## config.mk

```make
export PLATFORM = sky130hd
export DESIGN_NAME = message_pool_queue_manager
export DESIGN_NICKNAME = d
export VERILOG_FILES = /design/src/sv/mpqm_pkg.sv /design/src/sv/message_pool_queue_manager.sv /design/src/sv/mpqm_link_mem.sv
export SDC_FILE = /design/constraint.sdc
export NUM_CORES = 1
export LEC_CHECK = 0
export BUFFER_PORTS_ARGS = -buffer_cell sky130_fd_sc_hd__buf_4
export CORE_MARGIN = 2
export CORE_UTILIZATION = 53
export CTS_CLUSTER_SIZE = 10
export DETAILED_ROUTE_END_ITERATION = 10
export PLACE_DENSITY = 0.67
export SETUP_SLACK_MARGIN = 0.1
export SLEW_MARGIN = 20
export SYNTH_ARGS = -nofsm -noshare
export SYNTH_HDL_FRONTEND = slang
export SYNTH_SLANG_ARGS = --single-unit
```

## constraint.sdc

```tcl
create_clock -name clk -period 9.2 [get_ports clk]
set_input_delay 0 -clock clk [delete_from_list [all_inputs] [get_ports clk]]
set_output_delay 0 -clock clk [all_outputs]
set_load 0.05 [all_outputs]
```

## src/sv/mpqm_pkg.sv

```systemverilog
// Package for the message pool queue manager.
// Holds the command and status codes and the item structs; depends on nothing.
package mpqm_pkg;

  localparam int CFG_REGS = 4;
  localparam logic [7:0] LIMIT_RESET = 8'd16;

  typedef enum logic [1:0] {
    CMD_PUT  = 2'd0,
    CMD_GET  = 2'd1,
    CMD_FREE = 2'd2,
    CMD_NOP  = 2'd3
  } cmd_e_t;

  typedef enum logic [2:0] {
    STS_OK        = 3'd0,
    STS_FULL      = 3'd1,
    STS_EXHAUSTED = 3'd2,
    STS_EMPTY     = 3'd3,
    STS_NOFREE    = 3'd4
  } status_e_t;

  typedef struct packed {
    cmd_e_t             command;
    logic [1:0]         queue_id;
    logic signed [31:0] signal_value;
    logic [3:0]         slot_handle;
  } in_item_t;

  typedef struct packed {
    status_e_t          status;
    logic [3:0]         out_handle;
    logic signed [31:0] out_signal;
    logic [4:0]         slots_in_use;
  } out_item_t;

endpackage

```

## src/sv/message_pool_queue_manager.sv

```systemverilog
// Top level of the message pool queue manager: command sequencer, queue registers
// and signal memory. Depends on mpqm_pkg and mpqm_link_mem.
//
// Usage. A command item is taken on in_item when start is high and busy is low.
// Every command gives exactly one result item on out_item, marked by out_valid for
// a single cycle; the receiver cannot hold it off, so it must take it then.
// The accepted command passes through the EXEC state, from which out_valid and
// out_item are registered. A get, a free, a refused put or a no-operation keeps
// busy high only in EXEC; an accepted put also holds it in WR2, so a new command
// is taken only once the last is through. The link memory sets this: its read is
// registered, and its single write port needs WR2 for a put, which writes the old
// tail link in EXEC (queue not empty) and then clears the new slot's link.
// Queue limits are written through the cfg channel, which is always ready; the user
// must use it only while the block is idle, as the block does not enforce this. At
// reset the free list holds every slot in order, all queues are empty, the limits
// return to 16 and no result is pending; the link memory needs no clearing pass.
module message_pool_queue_manager #(
  parameter int POOL_SLOTS  = 16,
  parameter int QUEUE_COUNT = 4
) (
  input  logic               clk,
  input  logic               rst_n,
  input  logic               start,
  output logic               busy,
  input  mpqm_pkg::in_item_t in_item,
  output logic               out_valid,
  output mpqm_pkg::out_item_t out_item,
  input  logic               cfg_valid,
  output logic               cfg_ready,
  input  logic [1:0]         cfg_index,
  input  logic [7:0]         cfg_data
);

  import mpqm_pkg::*;

  localparam int SW = $clog2(POOL_SLOTS);
  localparam int CW = $clog2(POOL_SLOTS + 1);
  localparam int QW = (QUEUE_COUNT > 1) ? $clog2(QUEUE_COUNT) : 1;

  typedef enum logic [2:0] {
    ST_IDLE = 3'b001,
    ST_EXEC = 3'b010,
    ST_WR2  = 3'b100
  } state_t;

  state_t             state_r, state_nxt;
  cmd_e_t             cmd_r;
  logic [1:0]         q_r;
  logic               qok_r;
  logic signed [31:0] sig_r;
  logic [3:0]         h_r;
  logic [SW-1:0]      slot_r, slot_nxt;
  logic [SW-1:0]      free_head_r, free_head_nxt;
  logic [CW-1:0]      used_r, used_nxt;
  logic [SW-1:0]      qhead_r [QUEUE_COUNT];
  logic [SW-1:0]      qhead_nxt [QUEUE_COUNT];
  logic [SW-1:0]      qtail_r [QUEUE_COUNT];
  logic [SW-1:0]      qtail_nxt [QUEUE_COUNT];
  logic [7:0]         qlen_r [QUEUE_COUNT];
  logic [7:0]         qlen_nxt [QUEUE_COUNT];
  logic [7:0]         limit_r [CFG_REGS];
  logic               out_valid_r, out_valid_nxt;
  out_item_t          out_item_r, out_item_nxt;

  logic signed [31:0] sig_mem [POOL_SLOTS];
  logic signed [31:0] sig_rd_r;
  logic               sg_we;

  logic               accept;
  logic               in_qok;
  logic [QW-1:0]      in_qi;
  logic [QW-1:0]      qi;
  logic [SW-1:0]      h_slot;
  logic               rd_en;
  logic [SW-1:0]      rd_addr;
  logic [SW-1:0]      lk_rd;
  logic               lk_we;
  logic [SW-1:0]      lk_waddr;
  logic [SW-1:0]      lk_wdata;

  mpqm_link_mem #(
    .POOL_SLOTS(POOL_SLOTS)
  ) u_link_mem (
    .clk    (clk),
    .rst_n  (rst_n),
    .rd_en  (rd_en),
    .rd_addr(rd_addr),
    .rd_data(lk_rd),
    .wr_en  (lk_we),
    .wr_addr(lk_waddr),
    .wr_data(lk_wdata)
  );

  assign accept    = start && (state_r == ST_IDLE);
  assign busy      = (state_r != ST_IDLE);
  assign cfg_ready = 1'b1;
  assign out_valid = out_valid_r;
  assign out_item  = out_item_r;

  assign in_qok  = 3'(in_item.queue_id) < 3'(QUEUE_COUNT);
  assign in_qi   = QW'(in_item.queue_id);
  assign qi      = QW'(q_r);
  assign h_slot  = SW'(h_r);
  assign rd_en   = accept;
  assign rd_addr = (in_item.command == CMD_GET && in_qok) ? qhead_r[in_qi] : free_head_r;

  always_comb begin
    state_nxt     = state_r;
    slot_nxt      = slot_r;
    free_head_nxt = free_head_r;
    used_nxt      = used_r;
    qhead_nxt     = qhead_r;
    qtail_nxt     = qtail_r;
    qlen_nxt      = qlen_r;
    out_valid_nxt = 1'b0;
    out_item_nxt  = out_item_r;
    lk_we         = 1'b0;
    lk_waddr      = slot_r;
    lk_wdata      = '0;
    sg_we         = 1'b0;
    unique case (state_r)
      ST_IDLE: begin
        if (accept) begin
          state_nxt = ST_EXEC;
        end
      end
      ST_EXEC: begin
        state_nxt                 = ST_IDLE;
        out_valid_nxt             = 1'b1;
        out_item_nxt.status       = STS_OK;
        out_item_nxt.out_handle   = '0;
        out_item_nxt.out_signal   = '0;
        unique case (cmd_r)
          CMD_PUT: begin
            if (!qok_r || qlen_r[qi] >= limit_r[q_r]) begin
              out_item_nxt.status = STS_FULL;
            end else if (used_r == CW'(POOL_SLOTS)) begin
              out_item_nxt.status = STS_EXHAUSTED;
            end else begin
              slot_nxt      = free_head_r;
              free_head_nxt = lk_rd;
              used_nxt      = used_r + CW'(1);
              sg_we         = 1'b1;
              if (qlen_r[qi] == 8'd0) begin
                qhead_nxt[qi] = free_head_r;
                qlen_nxt[qi]  = 8'd1;
              end else begin
                lk_we        = 1'b1;
                lk_waddr     = qtail_r[qi];
                lk_wdata     = free_head_r;
                qlen_nxt[qi] = qlen_r[qi] + 8'd1;
              end
              qtail_nxt[qi]           = free_head_r;
              out_item_nxt.out_handle = 4'(free_head_r);
              state_nxt               = ST_WR2;
            end
          end
          CMD_GET: begin
            if (!qok_r || qlen_r[qi] == 8'd0) begin
              out_item_nxt.status = STS_EMPTY;
            end else begin
              if (qlen_r[qi] == 8'd1) begin
                qhead_nxt[qi] = '0;
                qtail_nxt[qi] = '0;
                qlen_nxt[qi]  = 8'd0;
              end else begin
                qhead_nxt[qi] = lk_rd;
                qlen_nxt[qi]  = qlen_r[qi] - 8'd1;
              end
              out_item_nxt.out_handle = 4'(qhead_r[qi]);
              out_item_nxt.out_signal = sig_rd_r;
            end
          end
          CMD_FREE: begin
            if (used_r == '0 || 9'(h_r) >= 9'(POOL_SLOTS)) begin
              out_item_nxt.status = STS_NOFREE;
            end else begin
              lk_we         = 1'b1;
              lk_waddr      = h_slot;
              lk_wdata      = free_head_r;
              free_head_nxt = h_slot;
              used_nxt      = used_r - CW'(1);
            end
          end
          CMD_NOP: begin
          end
          default: begin
          end
        endcase
        out_item_nxt.slots_in_use = 5'(used_nxt);
      end
      ST_WR2: begin
        lk_we     = 1'b1;
        lk_waddr  = slot_r;
        lk_wdata  = '0;
        state_nxt = ST_IDLE;
      end
      default: begin
        state_nxt = ST_IDLE;
      end
    endcase
  end

  always_ff @(posedge clk) begin
    if (!rst_n) begin
      state_r     <= ST_IDLE;
      free_head_r <= '0;
      used_r      <= '0;
      out_valid_r <= 1'b0;
      for (int i = 0; i < QUEUE_COUNT; i++) begin
        qhead_r[i] <= '0;
        qtail_r[i] <= '0;
        qlen_r[i]  <= '0;
      end
      for (int i = 0; i < CFG_REGS; i++) begin
        limit_r[i] <= LIMIT_RESET;
      end
    end else begin
      state_r     <= state_nxt;
      free_head_r <= free_head_nxt;
      used_r      <= used_nxt;
      out_valid_r <= out_valid_nxt;
      qhead_r     <= qhead_nxt;
      qtail_r     <= qtail_nxt;
      qlen_r      <= qlen_nxt;
      if (cfg_valid && cfg_ready) begin
        limit_r[cfg_index] <= cfg_data;
      end
    end
  end

  always_ff @(posedge clk) begin
    slot_r     <= slot_nxt;
    out_item_r <= out_item_nxt;
    if (accept) begin
      cmd_r <= in_item.command;
      q_r   <= in_item.queue_id;
      qok_r <= in_qok;
      sig_r <= in_item.signal_value;
      h_r   <= in_item.slot_handle;
    end
  end

  always_ff @(posedge clk) begin
    if (sg_we) begin
      sig_mem[free_head_r] <= sig_r;
    end
    if (rd_en) begin
      sig_rd_r <= sig_mem[rd_addr];
    end
  end

  a_result_follows: assert property (@(posedge clk) disable iff (!rst_n)
    accept |=> ##1 out_valid)
    else $error("command accepted without a result two cycles later");

  a_used_bound: assert property (@(posedge clk) disable iff (!rst_n)
    used_r <= CW'(POOL_SLOTS))
    else $error("used slot count exceeds the pool size");

  a_refused_clean: assert property (@(posedge clk) disable iff (!rst_n)
    (out_valid && out_item.status != STS_OK) |->
      (out_item.out_handle == '0 && out_item.out_signal == '0))
    else $error("refused command returned a handle or signal");

  a_wr2_after_put: assert property (@(posedge clk) disable iff (!rst_n)
    (state_r == ST_WR2) |-> ($past(state_r) == ST_EXEC && cmd_r == CMD_PUT))
    else $error("link clear cycle without an accepted put");

endmodule

```

## src/sv/mpqm_link_mem.sv

```systemverilog
// Link memory of the slot pool: one write port, one registered read port.
// Unwritten entries read as the next slot index, the last slot as 0; depends on no package.
module mpqm_link_mem #(
  parameter int POOL_SLOTS = 16
) (
  input  logic                          clk,
  input  logic                          rst_n,
  input  logic                          rd_en,
  input  logic [$clog2(POOL_SLOTS)-1:0] rd_addr,
  output logic [$clog2(POOL_SLOTS)-1:0] rd_data,
  input  logic                          wr_en,
  input  logic [$clog2(POOL_SLOTS)-1:0] wr_addr,
  input  logic [$clog2(POOL_SLOTS)-1:0] wr_data
);

  localparam int SW = $clog2(POOL_SLOTS);

  logic [SW-1:0]         mem [POOL_SLOTS];
  logic [POOL_SLOTS-1:0] vld_r;
  logic [SW-1:0]         mem_q_r;
  logic [SW-1:0]         addr_q_r;
  logic                  vld_q_r;
  logic [SW-1:0]         init_val;

  always_ff @(posedge clk) begin
    if (wr_en) begin
      mem[wr_addr] <= wr_data;
    end
    if (rd_en) begin
      mem_q_r  <= (wr_en && wr_addr == rd_addr) ? wr_data : mem[rd_addr];
      addr_q_r <= rd_addr;
    end
  end

  always_ff @(posedge clk) begin
    if (!rst_n) begin
      vld_r   <= '0;
      vld_q_r <= 1'b0;
    end else begin
      if (wr_en) begin
        vld_r[wr_addr] <= 1'b1;
      end
      if (rd_en) begin
        vld_q_r <= vld_r[rd_addr] || (wr_en && wr_addr == rd_addr);
      end
    end
  end

  assign init_val = (addr_q_r == SW'(POOL_SLOTS - 1)) ? '0 : addr_q_r + SW'(1);
  assign rd_data  = vld_q_r ? mem_q_r : init_val;

endmodule
```

# --- Yosys cells after proc, flatten, opt, wreduce, memory -nomap -nowiden ---
# Memories as Yosys holds them, arrays and structs flattened. A register that Yosys moved wholly into a read port is not among the register bits.
# Index checks and enable logic that the tools add are counted.
totals:
  ff_bits: 186
  ram_bits: 608
  in_bits: 54
  output_inout_bits: 47
  word_cells: 194
  memories: 3
classes:
  add_sub_neg: 5
  order_cmp: 7
  eq_ne: 18
  muxes: 102
  bitwise_logic: 14
  n_reduce_logical: 17
mem_list:
  columns: ["memory", "words", "word_bits", "read_ports", "rd_ports_with_merged_regs", "write_ports", "line_no", "source"]
  rows:
  - ["sig_mem", 16, 32, 1, 1, 1, "message_pool_queue_manager.sv:65", "logic signed [31:0] sig_mem [POOL_SLOTS];"]
  - ["u_link_mem.mem", 16, 4, 1, 1, 1, "mpqm_link_mem.sv:18", "logic [SW-1:0] mem [POOL_SLOTS];"]
  - ["limit_r", 4, 8, 1, 1, 4, "message_pool_queue_manager.sv:61", "logic [7:0] limit_r [CFG_REGS];"]
ops:
  columns: ["operator", "count"]
  rows:
  - ["32-bit two-way mux", 5]
  - ["16-bit two-way mux", 9]
  - ["4-bit two-way mux", 25]
  - ["32-bit bitwise mux", 2]
  - ["16-bit case mux with 2 select lines", 2]
  - ["32-bit case mux with 2 select lines", 1]
  - ["16-bit bitwise mux", 3]
  - ["36-bit two-way mux", 1]
  - ["16-bit AND", 2]
  - ["32-bit AND", 1]
  - ["8-bit two-way mux", 4]
  - ["32-bit NOT", 1]
  - ["4-bit case mux with 2 select lines", 4]
  - ["28-bit AND", 1]
  - ["28-bit NOT", 1]
  - ["4-bit binary-select mux with 2-bit select", 3]
  - ["1-bit two-way mux", 20]
  - ["8-bit binary-select mux with 2-bit select", 1]
  - ["8-bit demux with 2-bit select", 1]
  - ["16-bit NOT", 1]
  - ["16-bit OR", 1]
  - ["3-bit two-way mux", 5]
  - ["5-bit two-way mux", 3]
  - ["2-bit inequality test, second input constant", 7]
  - ["42 further kinds", 59]

# --- Logic depth before layout (Yosys ltp) ---
# Gate-level depths: netlist of run 1.
logic_depth:
  word_depth: 15
  ltp_mapped: 14
  depth_no_buf: 11

# --- Hierarchy ---
# Synthesis of run 1 repeated with hierarchy kept, for this count alone.
unflattened:
  cells_unflattened: 2615
  area_unflattened_um2: 34239.1
by_module_without_submodules:
  columns: ["mod", "instances", "cells_each", "area_each_um2", "seq_area_each_um2"]
  rows:
  - ["message_pool_queue_manager", 1, 2416, 30549.3, 21520.6]
  - ["mpqm_link_mem", 1, 199, 3689.8, 2502.4]

# --- Least setup slack after synthesis of run 1 ---
# Ideal clock, no wire load.
synth_timing:
  path_kind: "register to register"
  from: "register q_r[1]"
  to: "memory sig_mem[0][0] (enable)"
  setup_ps: 513
  t_arrival_ps: 6085
  t_required_ps: 8687
  setup_slack_ps: 2602
  stages_incl_launch_ff: 11
  n_path_buf: 2
  synth_period_minus_slack_ps: 6598
  cell_sequence: "edfxtp_1 -> buf_6 -> clkbuf_1 -> mux4_2 -> ha_1 -> or4_1 -> a21oi_1 -> o31ai_1 -> nor2_1 -> nand2_1 -> nor4b_1"
synth_via:
  elab_chain_cells: 10
synth_lines:
  columns: ["item", "line_no", "source"]
  rows:
  - ["start, declared", "message_pool_queue_manager.sv:48", "logic [1:0] q_r;"]
  - ["start signal, assigned", "message_pool_queue_manager.sv:237", "q_r <= in_item.queue_id;"]
  - ["2-bit NOT with 3-bit output (implied by the code)", "message_pool_queue_manager.sv:135", "if (!qok_r || qlen_r[qi] >= limit_r[q_r]) begin"]
  - ["8-bit binary-select mux with 2-bit select", "message_pool_queue_manager.sv:135", null]
  - ["8-bit two-way mux (implied by the code) (2 in series)", "message_pool_queue_manager.sv:135", null]
  - ["8-bit >= comparator", "message_pool_queue_manager.sv:135", null]
  - ["1-bit two-way mux", "message_pool_queue_manager.sv:135", null]
  - ["1-bit two-way mux", "message_pool_queue_manager.sv:133", "unique case (cmd_r)"]
  - ["1-bit two-way mux", "message_pool_queue_manager.sv:121", "unique case (state_r)"]
  - ["1-bit two-way mux", "message_pool_queue_manager.sv:245", "if (sg_we) begin"]
  - ["1-bit two-way mux (implied by the code)", "message_pool_queue_manager.sv:246", "sig_mem[free_head_r] <= sig_r;"]
  - ["end, declared", "message_pool_queue_manager.sv:65", null]
# No other way between the ends. The select of a mux whose other input is x is not followed.

# --- Final worst setup path of run 1 ---
layout_timing:
  from: "register q_r[1]"
  to: "memory sig_mem[9][26] (enable)"
# The elaborated chain is that of the path after synthesis.

==> results by group, run 1 <==
Routing
  • DRC errors left: 0
  • Via count: 22800
  • WL per Instance: 22.2 µm
  • DR vias/cell: 6.03
  • Iter 0 DRT Violations: 2443
  • Post-route ant nets: 0
  • Drt first pass iters: 5
  • Total wire length: 84000 µm

Clock tree
  • Clock Latency Late Sink: 0.65 ns
  • CTS H-tree depth: 3
  • Clock-pin slew on the worst setup and hold paths: 0.05 ns
  • Hold Buf Count CTS: 55
  • Clock root buffer: clkbuf_16
  • # Post-CTS Setup Buffers: 0
  • CTS sink cnt: 832
  • TritonCTS clock tree: yes
  • Cts bufs inserted: 94
  • Post-CTS Resized: 0
  • CTS Buffer Depth: 3

Timing
  • Clk_skew: 0.0310 ns
  • Fin worst setup slack: 3.94 ns
  • Setup TNS: 0 ns
  • Fmax achieved: 190 MHz
  • RSZ-0062 raised after global routing: no
  • Tcrit/Tclk final: 57.1%
  • Slew @ Worst Pin: 1.07 ns
  • Fin. Hold Viols: 0
  • Slew HR: 28.8%
  • Minimum clock period: 5.26 ns
  • Final setup violation count: 0
  • Slew Viols, Final: 0

Cells and area
  • Final #Nets: 2960
  • Antenna cells: 0
  • Fin area: 39500 µm²
  • Final Non-Filler Cells: 3777
  • Layout cell share with drive strength beyond 1: 11.2%
  • Fillers: 4941
  • Area delta synth->final: 14.2%

Logic synthesis
  • Syn nets: 2858
  • Synth Area in Simple Gates: 17.3%
  • Area leader, netlist: edfxtp_1
  • Post-synth ARST share: 0%
  • Share of the synthesized area in the top cell type: 63.9%
  • Sequential-to-total area share from yosys stat: 69.4%
  • Cells after Synth: 2790
  • Ys flop type: edfxtp_1
  • EDFF count, synth: 736
  • Mux cell area share after synthesis: 3.51%
  • Synth cell types: 77
  • Post-Syn Area: 34600 µm²
  • Post-synthesis xor/xnor area fraction: 0.253%
  • Avg Cell Area, Syn: 12.4 µm²
  • Ranking of synthesized cells by area: edfxtp_1 (64%), nand2_1 (7.3%), dfxtp_1 (5.6%)
  • Compound-Gate Fraction of Synth Area: 6.62%
  • Largest family of logic cells by synthesized area: simple AND/OR/NAND/NOR gates
  • Synth Warn #: 0
  • #FFs+latches synth: 832
  • Adder-cell share of the synthesized area: 0.506%

Floorplan
  • Initial Utilization: 53.7%
  • Die area: 67400 µm²
  • Die Y: 260 µm
  • Row count: 93
  • Core ar.: 64500 µm²
  • Die X: 260 µm
  • Top Ports: 101

Power
  • Power Total: 7770 µW
  • Leak: 0.0136 µW
  • Cell Pwr Density: 196 nW/µm²
  • Worst vdd ir: 0.193 mV

Run
  • Max-Cap Viols: 0

Min path
  • Min-delay worst type: in2reg

Setup path
  • Crit Path Max Fanout: 25
  • CP required: 9.49 ns
  • Crit Path Class: reg2reg
  • Type of origin of the critical path: flop
  • CP Data Arrival Time: 5.55 ns
  • Setup crit end kind: flop

Place
  • Setup slack after placement: 3.94 ns
  • Placed cell areas: 36200 µm²
  • GP Congestion: 0.855
  • HPWL after DPL: 47700 µm
  • Port buffer count: 99
  • Post-Place Cells: 3590

Global routing
  • Global Route Usage Sum: 25.0%
  • Vias in the first global route: 22500
  • First-pass GRT wire length: 129000 µm
  • Initial antenna violation count: 0
  • Total grt overflow: 0
  • Largest net degree at the start of global routing: 218

Run status
  • Status: finished clean
-- registers in the layout, summed over array words and instances (netlist names), 4 cells and up, named ones only --
signal and flops:
u_link_mem.addr_q_r 4, u_link_mem.mem_q_r 4, used_r 5, qlen_r 32
slot_r 4, free_head_r 4, qtail_r 16, sig_rd_r 32
u_link_mem.vld_r 16, sig_mem 512, h_r 4, sig_r 32
qhead_r 16, u_link_mem.mem 64, limit_r 32, out_item 44
-- final timing paths --
check	from	end	slack (ns)	cells after the start
setup / recovery	q_r[1]	sig_mem[9][26]	3.94	13
hold reg to reg	u_link_mem.vld_r[4]	u_link_mem.vld_r[4]	0.46	2
setup reg to reg	q_r[1]	sig_mem[9][26]	3.94	13
hold / removal	in_item[20]	sig_r[16]	0.06	2
-- layer usage --
layer | vias to the layer above | global-route usage [%] | routed length [µm]
met4 | 0 | 8.60 | 2570
met3 | 169 | 4.20 | 5340
met2 | 861 | 40.7 | 40900
met5 | - | 0 | 0
met1 | 11300 | 34.3 | 35200
li1 | 10400 | - | -
-- layout make-up --
class,instances,area [µm²],share of cell area [%]
Clock buffer,119,2510,6.35
Clock inverter,7,160,0.405
Inverter,21,88.8,0.225
Multi-Input combinational cell,1745,9930,25.1
Sequential cell,832,24000,60.8
Tap cell,855,1070,2.71
Timing Repair Buffer,198,1750,4.43
-- cell usage in the layout, fill, tap and decap left out, types with 21 or more instances in the layout --
master | Yosys | layout
buf_4 | 4 | 134
clkbuf_16 | 0 | 96
o21ai_0 | 65 | 65
mux2i_1 | 45 | 41
nor3_1 | 28 | 25
and2_1 | 69 | 69
dlygate4sd3_1 | 0 | 55
and3_1 | 51 | 51
a311oi_1 | 75 | 75
nor2_1 | 104 | 94
a31oi_1 | 41 | 41
dfxtp_1 | 96 | 96
mux4_2 | 32 | 32
clkbuf_1 | 152 | 21
a21oi_1 | 35 | 35
edfxtp_1 | 736 | 736
nand3_1 | 313 | 313
nand2_1 | 675 | 675
-- logic make-up after synthesis --
group                      after synthesis
and+or+nand+nor                       1319
xor gates and xnor gates                10
DFF                                    832
adders and majority gates               14
AOI/OAI and AO/OA                      320
other                                    1
buffers and inverters                  213
muxes                                   81
-- critical path: stages (launching register included) --
cell	delay (ns)
edfxtp_1	0.31
buf_4	0.35
mux4_2	0.70
ha_1	0.25
or4_1	0.52
a21oi_1	0.21
o31ai_1	0.16
buf_4	0.19
nor2_1	0.23
nand2_1	0.28
inv_1	0.32
nand3b_1	0.35
nor2_4	0.57
buf_4	0.44
-- stage by stage --
step	util [%]	hold slack, ns
finish	61.3	0.0563
global route	61.3	0.0397
CTS	61.1	0.0312
detailed placement	56.1	0.179
global placement	56.1	0.178
floorplan	-	0.0989
-- cells in the mapped netlist, drive strengths merged, types with 21 or more instances --
master and n:
nand3 313, a311oi 75, nor2 105, edfxtp 736, nor3 32, and3 51, nand2 676, o21ai 65
dfxtp 96, inv 21, a21oi 37, buf 40, a31oi 41, mux2i 45, clkbuf 152, mux4 32
and2 70
-- power breakdown --
| group | total [µW] | switching, µW | internal [µW] | leakage [µW] |
|---|---|---|---|---|
| Combinational | 221 | 136 | 85.0 | 0.00480 |
| Sequential | 4210 | 57.2 | 4150 | 0.00747 |
| Clock | 3330 | 1410 | 1920 | 0.00129 |
(Power assumes the default switching activity.)
==> inputs of run 2 (changes only) <==
--- a/config.mk
+++ b/config.mk
@@ -10,7 +10,7 @@
 export CORE_UTILIZATION = 53
 export CTS_CLUSTER_SIZE = 10
 export DETAILED_ROUTE_END_ITERATION = 10
-export PLACE_DENSITY = 0.67
+export PLACE_DENSITY = 0.69
 export SETUP_SLACK_MARGIN = 0.1
 export SLEW_MARGIN = 20
 export SYNTH_ARGS = -nofsm -noshare
==> constraint.sdc (replaced) <==
create_clock -name clk -period 4.67 [get_ports clk]
set_input_delay 0 -clock clk [delete_from_list [all_inputs] [get_ports clk]]
set_output_delay 0 -clock clk [all_outputs]
set_load 0.05 [all_outputs]
==> run 2 against run 1 <==
Power up 97%. Count of clock-buffer cells in the layout down 2. Cell area up 0.87%. Clock skew down 0.0051 ns. Register-to-register slack worse by 3.6 ns. Clock power up 97%.
==> results by group, run 2 (synthesis gave the netlist of run 1 again) <==
Clock tree
  • CTS Buffer Depth: 3
  • Cts bufs inserted: 94
  • CTS H-tree depth: 3
  • CTS sink cnt: 832
  • TritonCTS clock tree: yes
  • Clock root buffer: clkbuf_16
  • Clock-pin slew on the worst setup and hold paths: 0.06 ns
  • Clock Latency Late Sink: 0.66 ns

Timing
  • Clk_skew: 0.0259 ns
  • Final setup violation count: 0
  • Slew @ Worst Pin: 1.07 ns
  • Slew HR: 28.1%
  • RSZ-0062 raised after global routing: yes
  • Setup TNS: 0 ns
  • Minimum clock period: 4.29 ns
  • Fin. Hold Viols: 0
  • Tcrit/Tclk final: 91.9%
  • Slew Viols, Final: 0
  • Fmax achieved: 233 MHz

Setup path
  • CP Data Arrival Time: 4.60 ns
  • Type of origin of the critical path: flop
  • RR Startpoint: q_r[0]
  • Setup crit end kind: flop
  • R2R depth: 10
  • Crit Path Max Fanout: 10
  • Crit Path Class: reg2reg
  • CP required: 4.97 ns
  • Critical R2R Capture: u_link_mem.mem[12][2]
  • Worst R2R Setup Slack: 0.38 ns

Min path
  • Min-Delay Endpoint: sig_r[22]
  • Hold path cells: 2
  • Hold Path Origin: in_item[26]
  • Min-delay worst type: in2reg

Floorplan
  • Top Ports: 101
  • Row count: 93
  • Initial Utilization: 53.7%
  • Die X: 260 µm
  • Core ar.: 64500 µm²
  • Die area: 67400 µm²
  • Die Y: 260 µm

Run status
  • Status: finished clean

Routing
  • Met2 wire length: 41300 µm
  • Post-route ant nets: 0
  • DRC errors left: 0
  • Total wire length: 85500 µm
  • DR vias/cell: 6.04
  • Iter 0 DRT Violations: 2577
  • Met1 wire length: 35800 µm
  • Drt first pass iters: 5
  • WL per Instance: 22.4 µm
  • Met3 routed WL: 5780 µm
  • Via count: 23100
  • Uppermost layer routed: met4

Global routing
  • Largest net degree at the start of global routing: 253
  • Initial antenna violation count: 1
  • Global Route Usage Sum: 25.4%
  • First-pass GRT wire length: 132000 µm
  • Total grt overflow: 0
  • Vias in the first global route: 22900

Cells and area
  • Layout cell share with drive strength beyond 1: 12.5%
  • Most frequent cells in the layout: edfxtp_1 (736), nand2_1 (675), nand3_1 (313)
  • Area delta synth->final: 15.2%
  • Most common cell after layout, fill and taps aside: edfxtp_1
  • Max FFs per register: 512
  • Post-layout util: 61.9%
  • Top reg by flops: sig_mem
  • Final #Nets: 3001

Power
  • Cell Pwr Density: 383 nW/µm²
  • Leak: 0.0138 µW
  • Worst vdd ir: 0.377 mV

Place
  • GP Congestion: 0.926
  • Port buffer count: 99
  • HPWL after DPL: 49900 µm

Run
  • Max-Cap Viols: 0
run 2: worst max-delay path by stage:
stage	startpoint	end	slack, ns	cells past startpoint
2_1_floorplan	q_r[1]	sig_mem[3][0]	-0.37	10
3_3_place_gp	q_r[0]	u_link_mem.mem[4][0]	0.47	10
3_5_place_dp	q_r[0]	u_link_mem.mem[4][3]	0.33	10
4_1_cts	q_r[0]	u_link_mem.mem[4][2]	0.31	10
5_1_grt	q_r[0]	u_link_mem.mem[12][1]	0.08	10
6_report	q_r[0]	u_link_mem.mem[12][2]	0.38	10
run 2: per-layer routing:
| layer | track usage, % | up-vias |
|---|---|---|
| li1 | - | 10500 |
| met1 | 34.7 | 11400 |
| met2 | 41.7 | 971 |
| met3 | 4.13 | 168 |
| met4 | 8.54 | 0 |
| met5 | 0 | - |
run 2: stage by stage:
stage / setup slack, ns / total power (µW) / instances / hold WS (ns) / instance area (µm²)
after global routing: 0.0845 / 15700 / 3817 / 0.0533 / 39900
after floorplan: -0.374 / 8650 / 2790 / 0.0989 / 34700
after detailed placement: 0.334 / 8850 / 3632 / 0.179 / 36600
final: 0.376 / 15300 / 3817 / 0.0672 / 39900
after global placement: 0.470 / 8840 / 3632 / 0.178 / 36600
after CTS: 0.311 / 15400 / 3814 / 0.0351 / 39800
run 2: final cells by class:
| class | count | area, µm² |
|---|---|---|
| diodes | 1 | 2.50 |
| well taps | 855 | 1070 |
| clock inverters | 7 | 128 |
| fillers | 4839 | 24600 |
| clock buffers | 117 | 2500 |
| inverters | 21 | 88.8 |
| multi-input cells | 1745 | 9990 |
| repair buffers | 239 | 2070 |
| flip-flops and latches | 832 | 24000 |
run 2: repair_timing:
| action | in CTS | in global routing |
|---|---|---|
| hold buffers | 58 | 0 |
| endpoints found under the setup margin | 0 | 32 |
| resized for setup | 0 | 2 |
| endpoints found under the hold margin | 123 | 0 |
| buffers inserted | 0 | 0 |
run 2: critical path, cell delays in order, from the launching register on:
cell	delay [ns]
edfxtp_1	0.59
buf_4	0.31
mux4_2	0.41
ha_1	0.21
or4_1	0.40
a21oi_1	0.22
o31ai_2	0.18
or4_1	0.61
a22oi_1	0.27
o221ai_1	0.37
nor2_1	0.38
run 2: power by group:
part	switching, µW	leakage, µW	total, µW	internal (µW)
registers	119	0.00747	8300	8180
clock network	2780	0.00128	6550	3770
logic	264	0.00501	441	177
